## src/rtl/montgomery_modular_exponentiation_core_macros.svh

```systemverilog
// Assertion macros for the Montgomery exponentiation core.
// No dependencies; included by the files that check their own logic.
`ifndef MONTGOMERY_MODULAR_EXPONENTIATION_CORE_MACROS_SVH
`define MONTGOMERY_MODULAR_EXPONENTIATION_CORE_MACROS_SVH

// Same-cycle implication, disabled while reset is asserted.
`define MME_ASSERT_NOW(lbl, clk, rstn, ante, cons) \
  lbl: assert property (@(posedge clk) disable iff (!rstn) (ante) |-> (cons)) \
    else $error("same-cycle check failed");

// Next-cycle implication, disabled while reset is asserted.
`define MME_ASSERT_NEXT(lbl, clk, rstn, ante, cons) \
  lbl: assert property (@(posedge clk) disable iff (!rstn) (ante) |=> (cons)) \
    else $error("next-cycle check failed");

`endif

```

## src/rtl/mme_pkg.sv

```systemverilog
// Shared types and constants of the Montgomery exponentiation core.
// No dependencies; used by the controller, the datapath and the top level.
package mme_pkg;

  localparam int unsigned OperandBits = 17;
  localparam int unsigned CountBits   = 16;
  localparam int unsigned CntBits     = $clog2(OperandBits + 1);
  localparam int unsigned CfgIdxBits  = 2;

  typedef logic [OperandBits-1:0] operand_t;
  typedef logic [CountBits-1:0]   count_t;
  typedef logic [CntBits-1:0]     cnt_t;
  typedef logic [CfgIdxBits-1:0]  cfg_idx_t;

  // configuration register indexes
  localparam cfg_idx_t CfgModulus  = 2'd0;
  localparam cfg_idx_t CfgRSquared = 2'd1;
  localparam cfg_idx_t CfgRepeat   = 2'd2;

  // reset values of the configuration registers
  localparam operand_t ModulusReset  = 17'd77837;
  localparam operand_t RSquaredReset = 17'd75729;
  localparam count_t   RepeatReset   = 16'd17;

  // controller -> datapath commands
  typedef struct packed {
    logic load_in;  // capture a new request, clear accumulators
    logic reduce;   // one MSB-first reduction step on y and R^2
    logic reload;   // previous product becomes the scanned operand
    logic mul;      // one radix-2 Montgomery step
    logic use_y;    // multiplicand: y when set, R^2 otherwise
  } dp_cmd_t;

endpackage

```

## src/rtl/mme_datapath.sv

```systemverilog
// Datapath: operand registers, bit-serial modular reduction and Montgomery step.
// Depends on mme_pkg; driven by mme_controller commands.
module mme_datapath (
  input  logic              clk_i,
  input  mme_pkg::dp_cmd_t  cmd_i,
  input  mme_pkg::operand_t modulus_i,
  input  mme_pkg::operand_t r_squared_i,
  input  mme_pkg::operand_t base_i,
  input  mme_pkg::operand_t mult_i,
  output mme_pkg::operand_t result_o
);

  localparam int unsigned W = mme_pkg::OperandBits;

  mme_pkg::operand_t n;
  mme_pkg::operand_t a_q, a_d;
  mme_pkg::operand_t acc_q, acc_d;
  mme_pkg::operand_t y_q, y_d, rr_q, rr_d;
  mme_pkg::operand_t ys_q, ys_d, rs_q, rs_d;
  mme_pkg::operand_t mcand, t_add;
  logic [W:0]        t_half;

  // (a + b) mod n for a, b below n
  function automatic mme_pkg::operand_t mod_add(input mme_pkg::operand_t a,
                                                input mme_pkg::operand_t b,
                                                input mme_pkg::operand_t m);
    logic [W:0] s;
    logic [W:0] r;
    s = {1'b0, a} + {1'b0, b};
    r = (s >= {1'b0, m}) ? (s - {1'b0, m}) : s;
    return r[W-1:0];
  endfunction

  assign n     = modulus_i | mme_pkg::operand_t'(1);
  assign mcand = cmd_i.use_y ? y_q : rr_q;
  assign t_add = a_q[0] ? mod_add(acc_q, mcand, n) : acc_q;
  // (t + n) / 2 when t is odd, t / 2 otherwise
  assign t_half = t_add[0] ? ({1'b0, t_add} + {1'b0, n}) : {1'b0, t_add};

  always_comb begin
    a_d   = a_q;
    acc_d = acc_q;
    y_d   = y_q;
    rr_d  = rr_q;
    ys_d  = ys_q;
    rs_d  = rs_q;
    if (cmd_i.load_in) begin
      a_d   = base_i;
      acc_d = '0;
      y_d   = '0;
      rr_d  = '0;
      ys_d  = mult_i;
      rs_d  = r_squared_i;
    end else if (cmd_i.reduce) begin
      y_d  = mod_add(mod_add(y_q, y_q, n), mme_pkg::operand_t'(ys_q[W-1]), n);
      rr_d = mod_add(mod_add(rr_q, rr_q, n), mme_pkg::operand_t'(rs_q[W-1]), n);
      ys_d = {ys_q[W-2:0], 1'b0};
      rs_d = {rs_q[W-2:0], 1'b0};
    end else if (cmd_i.reload) begin
      a_d   = acc_q;
      acc_d = '0;
    end else if (cmd_i.mul) begin
      acc_d = t_half[W:1];
      a_d   = {1'b0, a_q[W-1:1]};
    end
  end

  always_ff @(posedge clk_i) begin
    a_q   <= a_d;
    acc_q <= acc_d;
    y_q   <= y_d;
    rr_q  <= rr_d;
    ys_q  <= ys_d;
    rs_q  <= rs_d;
  end

  assign result_o = acc_q;

endmodule

```

## src/rtl/mme_controller.sv

```systemverilog
// Sequencer: reduction pass, then the chain of Montgomery products.
// Depends on mme_pkg; issues dp_cmd_t to mme_datapath.
module mme_controller (
  input  logic              clk_i,
  input  logic              rst_ni,
  input  logic              in_valid_i,
  output logic              in_stall_o,
  input  mme_pkg::count_t   repeat_count_i,
  input  logic              out_free_i,
  output logic              out_load_o,
  output mme_pkg::dp_cmd_t  cmd_o
);

  localparam logic [2:0] StIdle = 3'd0;
  localparam logic [2:0] StRed  = 3'd1;
  localparam logic [2:0] StMrr  = 3'd2;
  localparam logic [2:0] StMy   = 3'd3;
  localparam logic [2:0] StDone = 3'd4;

  localparam mme_pkg::cnt_t RedLast = mme_pkg::cnt_t'(mme_pkg::OperandBits - 1);
  localparam mme_pkg::cnt_t MulLast = mme_pkg::cnt_t'(mme_pkg::OperandBits);

  logic [2:0]      state_q, state_d;
  mme_pkg::cnt_t   cnt_q, cnt_d;
  mme_pkg::count_t k_q, k_d;
  logic            first_q, first_d;

  always_comb begin
    state_d    = state_q;
    cnt_d      = cnt_q;
    k_d        = k_q;
    first_d    = first_q;
    cmd_o      = '0;
    out_load_o = 1'b0;
    in_stall_o = (state_q != StIdle);
    case (state_q)
      StIdle: begin
        if (in_valid_i) begin
          cmd_o.load_in = 1'b1;
          state_d       = StRed;
          cnt_d         = '0;
          k_d           = '0;
          first_d       = 1'b1;
        end
      end
      StRed: begin
        cmd_o.reduce = 1'b1;
        if (cnt_q == RedLast) begin
          state_d = StMrr;
          cnt_d   = '0;
        end else begin
          cnt_d = cnt_q + 1'b1;
        end
      end
      StMrr, StMy: begin
        cmd_o.use_y = (state_q == StMy);
        if (cnt_q == '0) begin
          // setup slot: first product scans x, later ones the last product
          cmd_o.reload = !first_q;
          first_d      = 1'b0;
        end else begin
          cmd_o.mul = 1'b1;
        end
        if (cnt_q == MulLast) begin
          cnt_d = '0;
          if (state_q == StMrr) begin
            state_d = StMy;
          end else if (k_q == repeat_count_i) begin
            state_d = StDone;
          end else begin
            k_d     = k_q + 1'b1;
            state_d = StMrr;
          end
        end else begin
          cnt_d = cnt_q + 1'b1;
        end
      end
      StDone: begin
        out_load_o = out_free_i;
        if (out_free_i) begin
          state_d = StIdle;
        end
      end
      default: begin
        state_d = StIdle;
      end
    endcase
  end

  always_ff @(posedge clk_i or negedge rst_ni) begin
    if (!rst_ni) begin
      state_q <= StIdle;
      cnt_q   <= '0;
      k_q     <= '0;
      first_q <= 1'b0;
    end else begin
      state_q <= state_d;
      cnt_q   <= cnt_d;
      k_q     <= k_d;
      first_q <= first_d;
    end
  end

endmodule

```

## src/rtl/montgomery_modular_exponentiation_core.sv

```systemverilog
// Montgomery modular exponentiation core: result = x * y^(repeat_count+1) mod n,
// using 17-bit radix-2 bit-serial Montgomery products (R = 2^17). One request
// is processed at a time. After acceptance the core reduces y and the R^2
// residue modulo n bit by bit, MSB first, then runs 2*(repeat_count+1)
// Montgomery products, each a setup slot followed by one Montgomery step per
// operand bit, then hands the result over to the output register once that
// register is free. All products share the single Montgomery step unit in
// the datapath. A finished result sits in the output register while the
// next request is already accepted.
// An even modulus is used as modulus|1. Configuration writes are always
// ready; write only while the core is idle. Depends on mme_pkg, the macro
// header, mme_controller and mme_datapath.
`include "montgomery_modular_exponentiation_core_macros.svh"

module montgomery_modular_exponentiation_core (
  input  logic              clk_i,
  input  logic              rst_ni,
  // request channel
  input  logic              in_valid_i,
  output logic              in_stall_o,
  input  mme_pkg::operand_t base_value_i,
  input  mme_pkg::operand_t multiplier_value_i,
  // result channel
  output logic              out_valid_o,
  input  logic              out_stall_i,
  output mme_pkg::operand_t result_value_o,
  // configuration write channel
  input  logic              cfg_valid_i,
  output logic              cfg_ready_o,
  input  mme_pkg::cfg_idx_t cfg_index_i,
  input  mme_pkg::operand_t cfg_data_i
);

  mme_pkg::operand_t modulus_q, r_squared_q;
  mme_pkg::count_t   repeat_q;
  mme_pkg::operand_t result_q;
  logic              out_valid_q;

  mme_pkg::dp_cmd_t  cmd;
  mme_pkg::operand_t dp_result;
  logic              out_free, out_load;

  assign cfg_ready_o = 1'b1;

  // config registers
  always_ff @(posedge clk_i or negedge rst_ni) begin
    if (!rst_ni) begin
      modulus_q   <= mme_pkg::ModulusReset;
      r_squared_q <= mme_pkg::RSquaredReset;
      repeat_q    <= mme_pkg::RepeatReset;
    end else if (cfg_valid_i && cfg_ready_o) begin
      case (cfg_index_i)
        mme_pkg::CfgModulus:  modulus_q   <= cfg_data_i;
        mme_pkg::CfgRSquared: r_squared_q <= cfg_data_i;
        mme_pkg::CfgRepeat:   repeat_q    <= cfg_data_i[mme_pkg::CountBits-1:0];
        default: ;
      endcase
    end
  end

  // output register: free when empty or drained this cycle
  assign out_free = !out_valid_q || !out_stall_i;

  always_ff @(posedge clk_i or negedge rst_ni) begin
    if (!rst_ni) begin
      out_valid_q <= 1'b0;
    end else if (out_load) begin
      out_valid_q <= 1'b1;
    end else if (!out_stall_i) begin
      out_valid_q <= 1'b0;
    end
  end

  always_ff @(posedge clk_i) begin
    if (out_load) begin
      result_q <= dp_result;
    end
  end

  assign out_valid_o    = out_valid_q;
  assign result_value_o = result_q;

  mme_controller u_ctrl (
    .clk_i          (clk_i),
    .rst_ni         (rst_ni),
    .in_valid_i     (in_valid_i),
    .in_stall_o     (in_stall_o),
    .repeat_count_i (repeat_q),
    .out_free_i     (out_free),
    .out_load_o     (out_load),
    .cmd_o          (cmd)
  );

  mme_datapath u_dp (
    .clk_i       (clk_i),
    .cmd_i       (cmd),
    .modulus_i   (modulus_q),
    .r_squared_i (r_squared_q),
    .base_i      (base_value_i),
    .mult_i      (multiplier_value_i),
    .result_o    (dp_result)
  );

  // accepted request keeps the core busy for the next cycle
  `MME_ASSERT_NEXT(a_busy_after_accept, clk_i, rst_ni, in_valid_i && !in_stall_o, in_stall_o)
  // never overwrite a result that has not been taken
  `MME_ASSERT_NOW(a_no_overwrite, clk_i, rst_ni, out_load, !out_valid_q || !out_stall_i)
  // a delivered product is fully reduced
  `MME_ASSERT_NOW(a_result_reduced, clk_i, rst_ni, out_load, dp_result < (modulus_q | 17'd1))

endmodule

```

## config.mk

```make
export PLATFORM = sky130hd
export DESIGN_NAME = montgomery_modular_exponentiation_core
export DESIGN_NICKNAME = d
export VERILOG_FILES = /design/src/rtl/mme_pkg.sv /design/src/rtl/mme_datapath.sv /design/src/rtl/mme_controller.sv /design/src/rtl/montgomery_modular_exponentiation_core.sv
export VERILOG_INCLUDE_DIRS = /design/src /design/src/rtl
export SDC_FILE = /design/constraint.sdc
export NUM_CORES = 1
export LEC_CHECK = 0
export ABC_AREA = 1
export BUFFER_PORTS_ARGS = -buffer_cell sky130_fd_sc_hd__buf_2
export CAP_MARGIN = 10
export CORE_ASPECT_RATIO = 0.7
export CORE_UTILIZATION = 45
export CTS_CLUSTER_DIAMETER = 150
export CTS_CLUSTER_SIZE = 8
export DETAILED_ROUTE_END_ITERATION = 8
export HOLD_SLACK_MARGIN = 0.05
export PLACE_DENSITY_LB_ADDON = 0.05
export SLEW_MARGIN = 20
export SYNTH_ARGS = -nofsm -noshare
export SYNTH_HDL_FRONTEND = slang
export SYNTH_SLANG_ARGS = --single-unit
```

## constraint.sdc

```tcl
create_clock -name clk_i -period 6.57 [get_ports clk_i]
set_clock_uncertainty 0.15 [all_clocks]
set_input_delay 1.314 -clock clk_i [delete_from_list [all_inputs] [get_ports clk_i]]
set_output_delay 1.314 -clock clk_i [all_outputs]
set_load 0.02 [all_outputs]
```

Yosys cells after proc, flatten, opt, wreduce, memory -nomap -nowiden

Index checks and enable logic that the tools add are counted.

Register bits: 195
Output and inout port bits: 20

$add $sub $neg: 13
$lt $le $gt $ge: 5
Equality and inequality tests: 18
Muxes and demuxes: 46
Bitwise gates (word level): 1
Reduce and logical (&&, ||, !) cells: 23

Operators by type and width:

| kind                                                | number |
|---|---|
| two-way mux 17 bit                                  | 17 |
| >= comparator 18 x 17 -> 1 bit                      | 5 |
| subtractor 17 bit                                   | 5 |
| adder 17 x 17 -> 18 bit                             | 4 |
| two-way mux 16 bit                                  | 4 |
| adder 17 x 1 -> 18 bit                              | 2 |
| one-hot mux 16 bit (2 select lines)                 | 1 |
| two-way mux 3 bit                                   | 7 |
| two-way mux 18 bit                                  | 1 |
| adder 16 x 1 -> 16 bit, second input constant       | 1 |
| equality test 16 bit                                | 1 |
| two-way mux 5 bit                                   | 3 |
| one-hot mux 5 bit (3 select lines)                  | 1 |
| != test 2 x 1 -> 1 bit, second input constant       | 6 |
| one-hot mux 3 bit (4 select lines)                  | 1 |
| AND reduction 2 bit                                 | 6 |
| equality test 5 bit, second input constant          | 2 |
| two-way mux 1 bit                                   | 10 |
| nonzero test 3 bit                                  | 3 |
| equality test 3 x 2 -> 1 bit, second input constant | 2 |
| != test 2 bit, second input constant                | 3 |
| nonzero test 2 bit                                  | 3 |
| adder 5 x 1 -> 5 bit, second input constant         | 1 |
| logical NOT 5 bit                                   | 1 |
| 14 further kinds                                    | 16 |

Depth between registers and ports, before layout

Gate-level depths: netlist of run 1.

Depth after elaboration: 12
Mapped depth: 51
Gate-level depth less buffers: 49

Modules after synthesis

Synthesis of run 1 repeated with hierarchy kept, for this count alone.

Cells, all modules: 2325
Area total of the unflattened synthesis: 16198.0 µm²

Modules (own cells, without submodules):

| module                                 | times used | cells each | area an instance (µm²) | sequential area each (µm²) |
|---|---|---|---|---|
| mme_datapath                           | 1          | 1769       | 11557.3                | 2552.4 |
| montgomery_modular_exponentiation_core | 1          | 245        | 2676.3                 | 1808.0 |
| mme_controller                         | 1          | 311        | 1964.4                 | 625.6 |

Worst setup path after synthesis of run 1

No wires, ideal clock.

Path type: register to register
Start: register u_ctrl.state_q[2]
End: register u_dp.acc_q[15] (netlist: u_dp.result_o[15])
Library setup time: 112 ps
Data arrival time: 6100 ps
Path slack: 207 ps
Cell stages (with the launch flop): 48
Period minus slack after synthesis: 6363 ps
Cell sequence: dfrtp_1 > nor3_2 > inv_2 > clkbuf_1 > nand2_1 > nand2_1 > ha_1 > fa_1 > nand3_1 > nand2_1 > nand2_1 > nand3_1 > a21oi_1 > o21ai_0 > nand2_1 > inv_1 > o21ai_0 > nand2_1 > (+12 left out) > nand2_1 > nand3_2 > clkbuf_1 > a21oi_1 > o21ai_0 > o21ai_0 > inv_1 > ha_1 > nand2_1 > inv_1 > a21boi_0 > nor2_1 > a2111oi_0 > nand2_1 > nand2_1 > nand3_1 > nand2_1 > nand2_1

Longest elaborated chain between the ends: 12

Ends and longest elaborated chain:

| what                                                                | line                                       | source |
|---|---|---|
| start, declared                                                     | mme_controller.sv:23                       | `logic [2:0] state_q, state_d;` |
| start signal, assigned                                              | mme_controller.sv:92                       | `state_q <= StIdle;` |
| start signal, assigned                                              | mme_controller.sv:97                       | `state_q <= state_d;` |
| equality test 3 x 2 -> 1 bit, on equally long branches              | mme_controller.sv:36, mme_controller.sv:56 |  |
| OR reduction 2 bit                                                  | mme_controller.sv:36                       | `case (state_q)` |
| two-way mux 3 bit                                                   | mme_controller.sv:36                       |  |
| two-way mux 17 bit                                                  | mme_datapath.sv:35                         | `assign mcand = cmd_i.use_y ? y_q : rr_q;` |
| adder 17 x 17 -> 18 bit                                             | mme_datapath.sv:29                         | `s = {1'b0, a} + {1'b0, b};` |
| subtractor 17 bit or >= comparator 18 x 17 -> 1 bit (tied branches) | mme_datapath.sv:30                         | `r = (s >= {1'b0, m}) ? (s - {1'b0, m}) : s;` |
| two-way mux 17 bit                                                  | mme_datapath.sv:30                         |  |
| two-way mux 17 bit                                                  | mme_datapath.sv:36                         | `assign t_add = a_q[0] ? mod_add(acc_q, mcand, n) : acc_q;` |
| adder 17 x 17 -> 18 bit                                             | mme_datapath.sv:38                         | `assign t_half = t_add[0] ? ({1'b0, t_add} + {1'b0, n}) : {1'b0, t_add};` |
| two-way mux 18 bit                                                  | mme_datapath.sv:38                         |  |
| two-way mux 17 bit                                                  | mme_datapath.sv:62                         | `end else if (cmd_i.mul) begin` |
| two-way mux 17 bit                                                  | mme_datapath.sv:59                         | `end else if (cmd_i.reload) begin` |
| end signal, assigned                                                | mme_datapath.sv:70                         | `acc_q <= acc_d;` |
| end, declared                                                       | mme_datapath.sv:17                         | `mme_pkg::operand_t acc_q, acc_d;` |

Parallel ways exist; a longest one is shown, timed or not. The select of a mux whose other input is x is not followed.
A chain may end at the register's enable or synchronous reset.

Worst setup path after layout of run 1

Start: register u_ctrl.state_q[1]
End: register u_dp.acc_q[13] (netlist: u_dp.result_o[13])

Same word-level chain as after synthesis.

==> impl_metrics.tcl, run 1 <==
set metrics [dict create \
    status "finished, final reports clean" \
    grt_usage_pct 29.4 \
    met3_usage_pct 5.76 \
    clock-sinks 194 \
    cp.arrival_ns 6.32 \
    diodes 0 \
    yosysTopAreaCell "nand2_1" \
    hpwl_mm 41.3 \
    grt_max_degree 77 \
    cp-start-kind "flip-flop" \
    clk_path_buf_depth 2 \
    hold_class "reg2reg" \
    coreArea_um2 34700 \
    place_area_um2 17000 \
    hold_viol 0 \
    netlist-cell-type-count 66 \
    yosysWarnings 0 \
    synth.area.top_cells "nand2_1, edfxtp_1, ha_1" \
    drt-pass1-iter-count 6 \
    async_flop_share_pct 38.7 \
    gp_congestion 1.06 \
    grt_antenna_before_repair 1 \
    period_needed_ns 6.11 \
    avgSynthCellArea_um2 6.95 \
    criticalPathCategory "reg2reg" \
    grt-ovfl-total 0 \
    drc_errors 0 \
    clk_pin_slew_ns 0.09 \
    drive_gt1_share_pct 13.1 \
    synth.net_count 2482 \
    ant_nets 0 \
    path_max_fanout 18 \
    synth_seq_cells 194 \
    routedWlPerCell_um 18.2 \
    htree_levels 4 \
    grt_setup_unrepaired "yes" \
    drt_iter0_drc 1618 \
    finalCritPeriodShare_pct 92.9 \
    syn_inst 2291 \
    critPathMaxStageDelay_ns 0.40 \
    yosys-top-cells-count "nand2_1, inv_1, nor2_1" \
    finalWirelength_mm 52.4 \
    synth_edf_count 68 \
    fmax_mhz 164 \
    dieArea_um2 36100 \
    ys.flop_type "edfxtp_1" \
    ioPinCount 78 \
    rrSetupSlack_ns 0.46 \
    clock_latency_ns 0.47 \
    layout.nets 2587 \
    cts_tree "done" \
    synthDominantCellAreaShare_pct 16.7 \
    yosysMostFrequentCell "nand2_1" \
    fin_setup_tns_ns 0 \
    root_buffer "clkbuf_16" \
    die_y_um 159 \
    grt_pass1_wl_mm 81.2 \
    grtUsageMet2_pct 38.7 \
    areaGrowthSynthToFinish_pct 12.3 \
    setup_viol 0 \
    via_per_inst 5.31 \
    worst_pin_slew_ns 1.02 \
    die_x_um 227 \
    grt_pass1_vias 14100 \
    numCtsBuffers 17 \
    slew_headroom_pct 31.9 \
    fp-row-count 57 \
    num_vias 15300 \
    cp_slowest_cell "ha_1" \
    critPathMostFrequentCell "nand2_1" \
    met1_usage_pct 48.2 \
    start_util_pct 45.8 \
    maxCapViolCount 0 \
    ys_seq_area_share_pct 31.2 \
    fillCellCount 3538 \
    grt_most_used_layer "met1" \
    synth_area_um2 15900 \
    final_area_um2 17900 \
    cp-end-kind "flip-flop" \
    cts_hold_buffers 0 \
    cp.required_ns 6.78 \
    slew_viol_final 0 \
    port_buffers 76 \
]
[layout by cell type (no fill, tap or decap), drive strengths merged, types with 4 or more instances in the layout]
cell and instances:
xor2 70, ha 127, or2 12, fa 6
nor3 30, nor4 4, dfstp 16, o21ai 196
nand3b 6, clkbuf 17, o22ai 4, buf 137
clkinv 7, o21a 5, o21bai 9, inv 299
a21o 8, nand3 123, nor2 175, a21boi 5
a21oi 140, a31oi 23, nand4 12, dfxtp 51
edfxtp 68, o211ai 9, nand2 732, dfrtp 59
xnor2 30
[cell type report]
cell class | count | area, um^2 | share of cell area, %
Sequential cell | 194 | 4960 | 27.8
Multi-Input combinational cell | 1752 | 9750 | 54.6
Clock inverter | 15 | 179 | 1.00
Clock buffer | 17 | 425 | 2.38
Timing Repair inverter | 1 | 7.51 | 0.0420
Tap cell | 472 | 591 | 3.30
Timing Repair Buffer | 137 | 842 | 4.71
Inverter | 293 | 1110 | 6.22
[per-stage QoR]
step / setup slack, ns / hold WS [ns] / utilization (%) / std cells
2_1_floorplan: 0.207 / 0.294 / - / 2291
3_3_place_gp: 0.0945 / 0.312 / 48.9 / 2834
3_5_place_dp: -0.0226 / 0.312 / 48.9 / 2834
4_1_cts: -0.00959 / 0.329 / 50.6 / 2866
5_1_grt: -0.0678 / 0.365 / 51.5 / 2881
6_report: 0.463 / 0.328 / 51.5 / 2881
[sequential cells by signal, summed over array words and instances, names as in the netlist, 17 cells and up]
signal          count
u_dp.a_q           17
u_dp.rr_q          17
r_squared_q        17
u_dp.result_o      17
u_dp.ys_q          17
u_dp.y_q           17
result_value_o     17
u_dp.rs_q          17
[logic make-up after synthesis]
family | synth area share [%]
adders and majority gates | 10.7
DFF | 31.2
xor gates and xnor gates | 5.50
other | 0.0236
and+or+nand+nor | 29.0
AOI/OAI and AO/OA | 14.8
buffers and inverters | 8.81
[critical path, delay by kind of cell (launching register included)]
family	cells	cell delay, ns
AO/OA/AOI/OAI	6	0.79
XOR/XNOR	1	0.30
adder cells (fa/ha/maj)	3	1.03
buffers and inverters	10	1.21
flip-flops	1	0.35
AND/OR/NAND/NOR	23	2.18
[worst paths after layout]
| kind | from | to | depth (start not counted) |
|---|---|---|---|
| worst max register to register | u_ctrl.state_q[1] | u_dp.result_o[13] | 43 |
| worst max-delay path | u_ctrl.state_q[1] | u_dp.result_o[13] | 43 |
| worst min-delay path | u_dp.rr_q[16] | u_dp.rr_q[16] | 2 |
| min in group asynchronous | rst_ni | u_ctrl.k_q[12] | 1 |
| max in group asynchronous | rst_ni | modulus_q[15] | 1 |
| worst min register to register | u_dp.rr_q[16] | u_dp.rr_q[16] | 2 |
[timing repair]
action / in CTS / in global routing
buffers inserted: 0 / 12
gates cloned: 0 / 3
endpoints found under the setup margin: 4 / 26
gates resized for setup: 1 / 52
pin swaps: 0 / 7
[layer usage]
metal | vias to the layer above | wire length [um]
met5 | - | 0
met4 | 0 | 607
met3 | 43 | 4100
met2 | 483 | 19900
met1 | 7091 | 27800
li1 | 7686 | -
Power of run 1 is left out: the tool's default activity adds up to more than one toggle a clock period on the data nets, which glitch-free logic cannot reach.
==> inputs of run 2 (changes only) <==
- CORE_UTILIZATION: 45 -> 57
- CTS_CLUSTER_DIAMETER: 150 -> default
==> run 2 against run 1 <==
  * Non-clock buffer count is 13 higher
  * Largest cell class unchanged
  * Via count rose by 3.2%
  * Worst hold slack improved by 0.0034 ns
  * Register-to-register slack worse by 0.11 ns
  * Die area is 21% lower
  * Final area fell by 0.14%
  * Global-route usage grew 5.6 points
==> impl_metrics.tcl, run 2 (synthesis results as in run 1) <==
set metrics [dict create \
    dieArea_um2 28600 \
    clock-sinks 194 \
    final_core_utilization_pct 65.9 \
    grt_antenna_before_repair 0 \
    cp-end-kind "flip-flop" \
    hold_ws_ns 0.332 \
    cp.required_ns 6.78 \
    die_x_um 202 \
    hold_class "reg2reg" \
    final_cell_mix "nand2_1, inv_1, nor2_1" \
    cp-start-kind "flip-flop" \
    clk_path_buf_depth 2 \
    routedWlPerCell_um 17.9 \
    crit_family "simple AND/OR/NAND/NOR gates" \
    diodes 0 \
    worst_pin_slew_ns 1.05 \
    clk_pin_slew_ns 0.09 \
    hpwl_mm 39.0 \
    finalCritPeriodShare_pct 94.6 \
    clock_latency_ns 0.45 \
    grt_usage_pct 35.0 \
    final_common_cell "nand2_1" \
    grt-ovfl-total 0 \
    drt_iter0_drc 1916 \
    hold_viol 0 \
    root_buffer "clkbuf_16" \
    ioPinCount 78 \
    htree_levels 4 \
    instances_no_fill 2786 \
    drt-pass1-iter-count 6 \
    num_vias 15800 \
    grt_max_degree 77 \
    cts_tree "done" \
    path_max_fanout 8 \
    gp_congestion 1.04 \
    critPathMaxStageDelay_ns 0.40 \
    start_util_pct 58.8 \
    crit_buf_inv 9 \
    port_buffers 76 \
    criticalPathCategory "reg2reg" \
    layout.nets 2600 \
    cp_slowest_cell "ha_1" \
    coreArea_um2 27100 \
    slew_viol_final 0 \
    fp-row-count 50 \
    cp.arrival_ns 6.42 \
    grt_pass1_wl_mm 77.1 \
    place_inst 2735 \
    drc_errors 0 \
    drive_gt1_share_pct 13.1 \
    maxCapViolCount 0 \
    ant_nets 0 \
    numCtsBuffers 17 \
    slew_headroom_pct 29.9 \
    period_needed_ns 6.22 \
    areaGrowthSynthToFinish_pct 12.1 \
    setup_viol 0 \
    fmax_mhz 161 \
    critPathMostFrequentCell "nand2_1" \
    die_y_um 142 \
    via_per_inst 5.67 \
    finalWirelength_mm 50.0 \
    status "finished, final reports clean" \
    grt_pass1_vias 14000 \
]
==> run 2: worst min-delay path, cell delays in order (launching register included) <==
cell and delay, ns:
dfxtp_1 0.33, nand2_1 0.07, nand2_1 0.04
==> run 2: path summary, 6_finish.rpt <==
path	from	end	slack, ns	depth (start not counted)
min	u_dp.y_q[6]	u_dp.y_q[6]	0.33	2
max reg2reg	u_ctrl.state_q[1]	u_dp.result_o[15]	0.35	41
min in group asynchronous	rst_ni	r_squared_q[2]	0.84	1
min reg2reg	u_dp.y_q[6]	u_dp.y_q[6]	0.33	2
max in group asynchronous	rst_ni	modulus_q[14]	4.82	1
max	u_ctrl.state_q[1]	u_dp.result_o[15]	0.35	41
==> run 2: routing by layer <==
metal  vias to the layer above  global-route usage [%]  part of all wire (%)
met3                        74                    11.0                    13
met4                         0                    7.54                   1.8
met5                         -                       0                     0
li1                       7726                       -                     -
met2                       735                    47.9                    38
met1                      7255                    53.0                    47
==> run 2: what timing repair did <==
item,CTS,global route
hold buffers,0,0
hold endpoints to repair,0,0
resized for setup,0,41
endpoints found under the setup margin,0,34
setup buffers,0,17
==> run 2: cell type report <==
cell class                      instances  area (um^2)
Fill cell                            2439         9240
Inverter                              293         1120
Multi-Input combinational cell       1752         9690
Sequential cell                       194         4960
Tap cell                              364          455
Clock inverter                         15          224
Timing Repair Buffer                  150          971
Clock buffer                           17          425
Timing Repair inverter                  1         7.51
==> run 2: stage by stage <==
stage          TNS (ns)  area (um^2)  worst slack [ns]
3_3_place_gp          0        16900             0.222
4_1_cts               0        17600            0.0562
5_1_grt          -0.456        17800           -0.0516
3_5_place_dp          0        16900             0.150
2_1_floorplan         0        15900             0.207
6_report              0        17800             0.353
Power of run 2 is left out for the same reason.
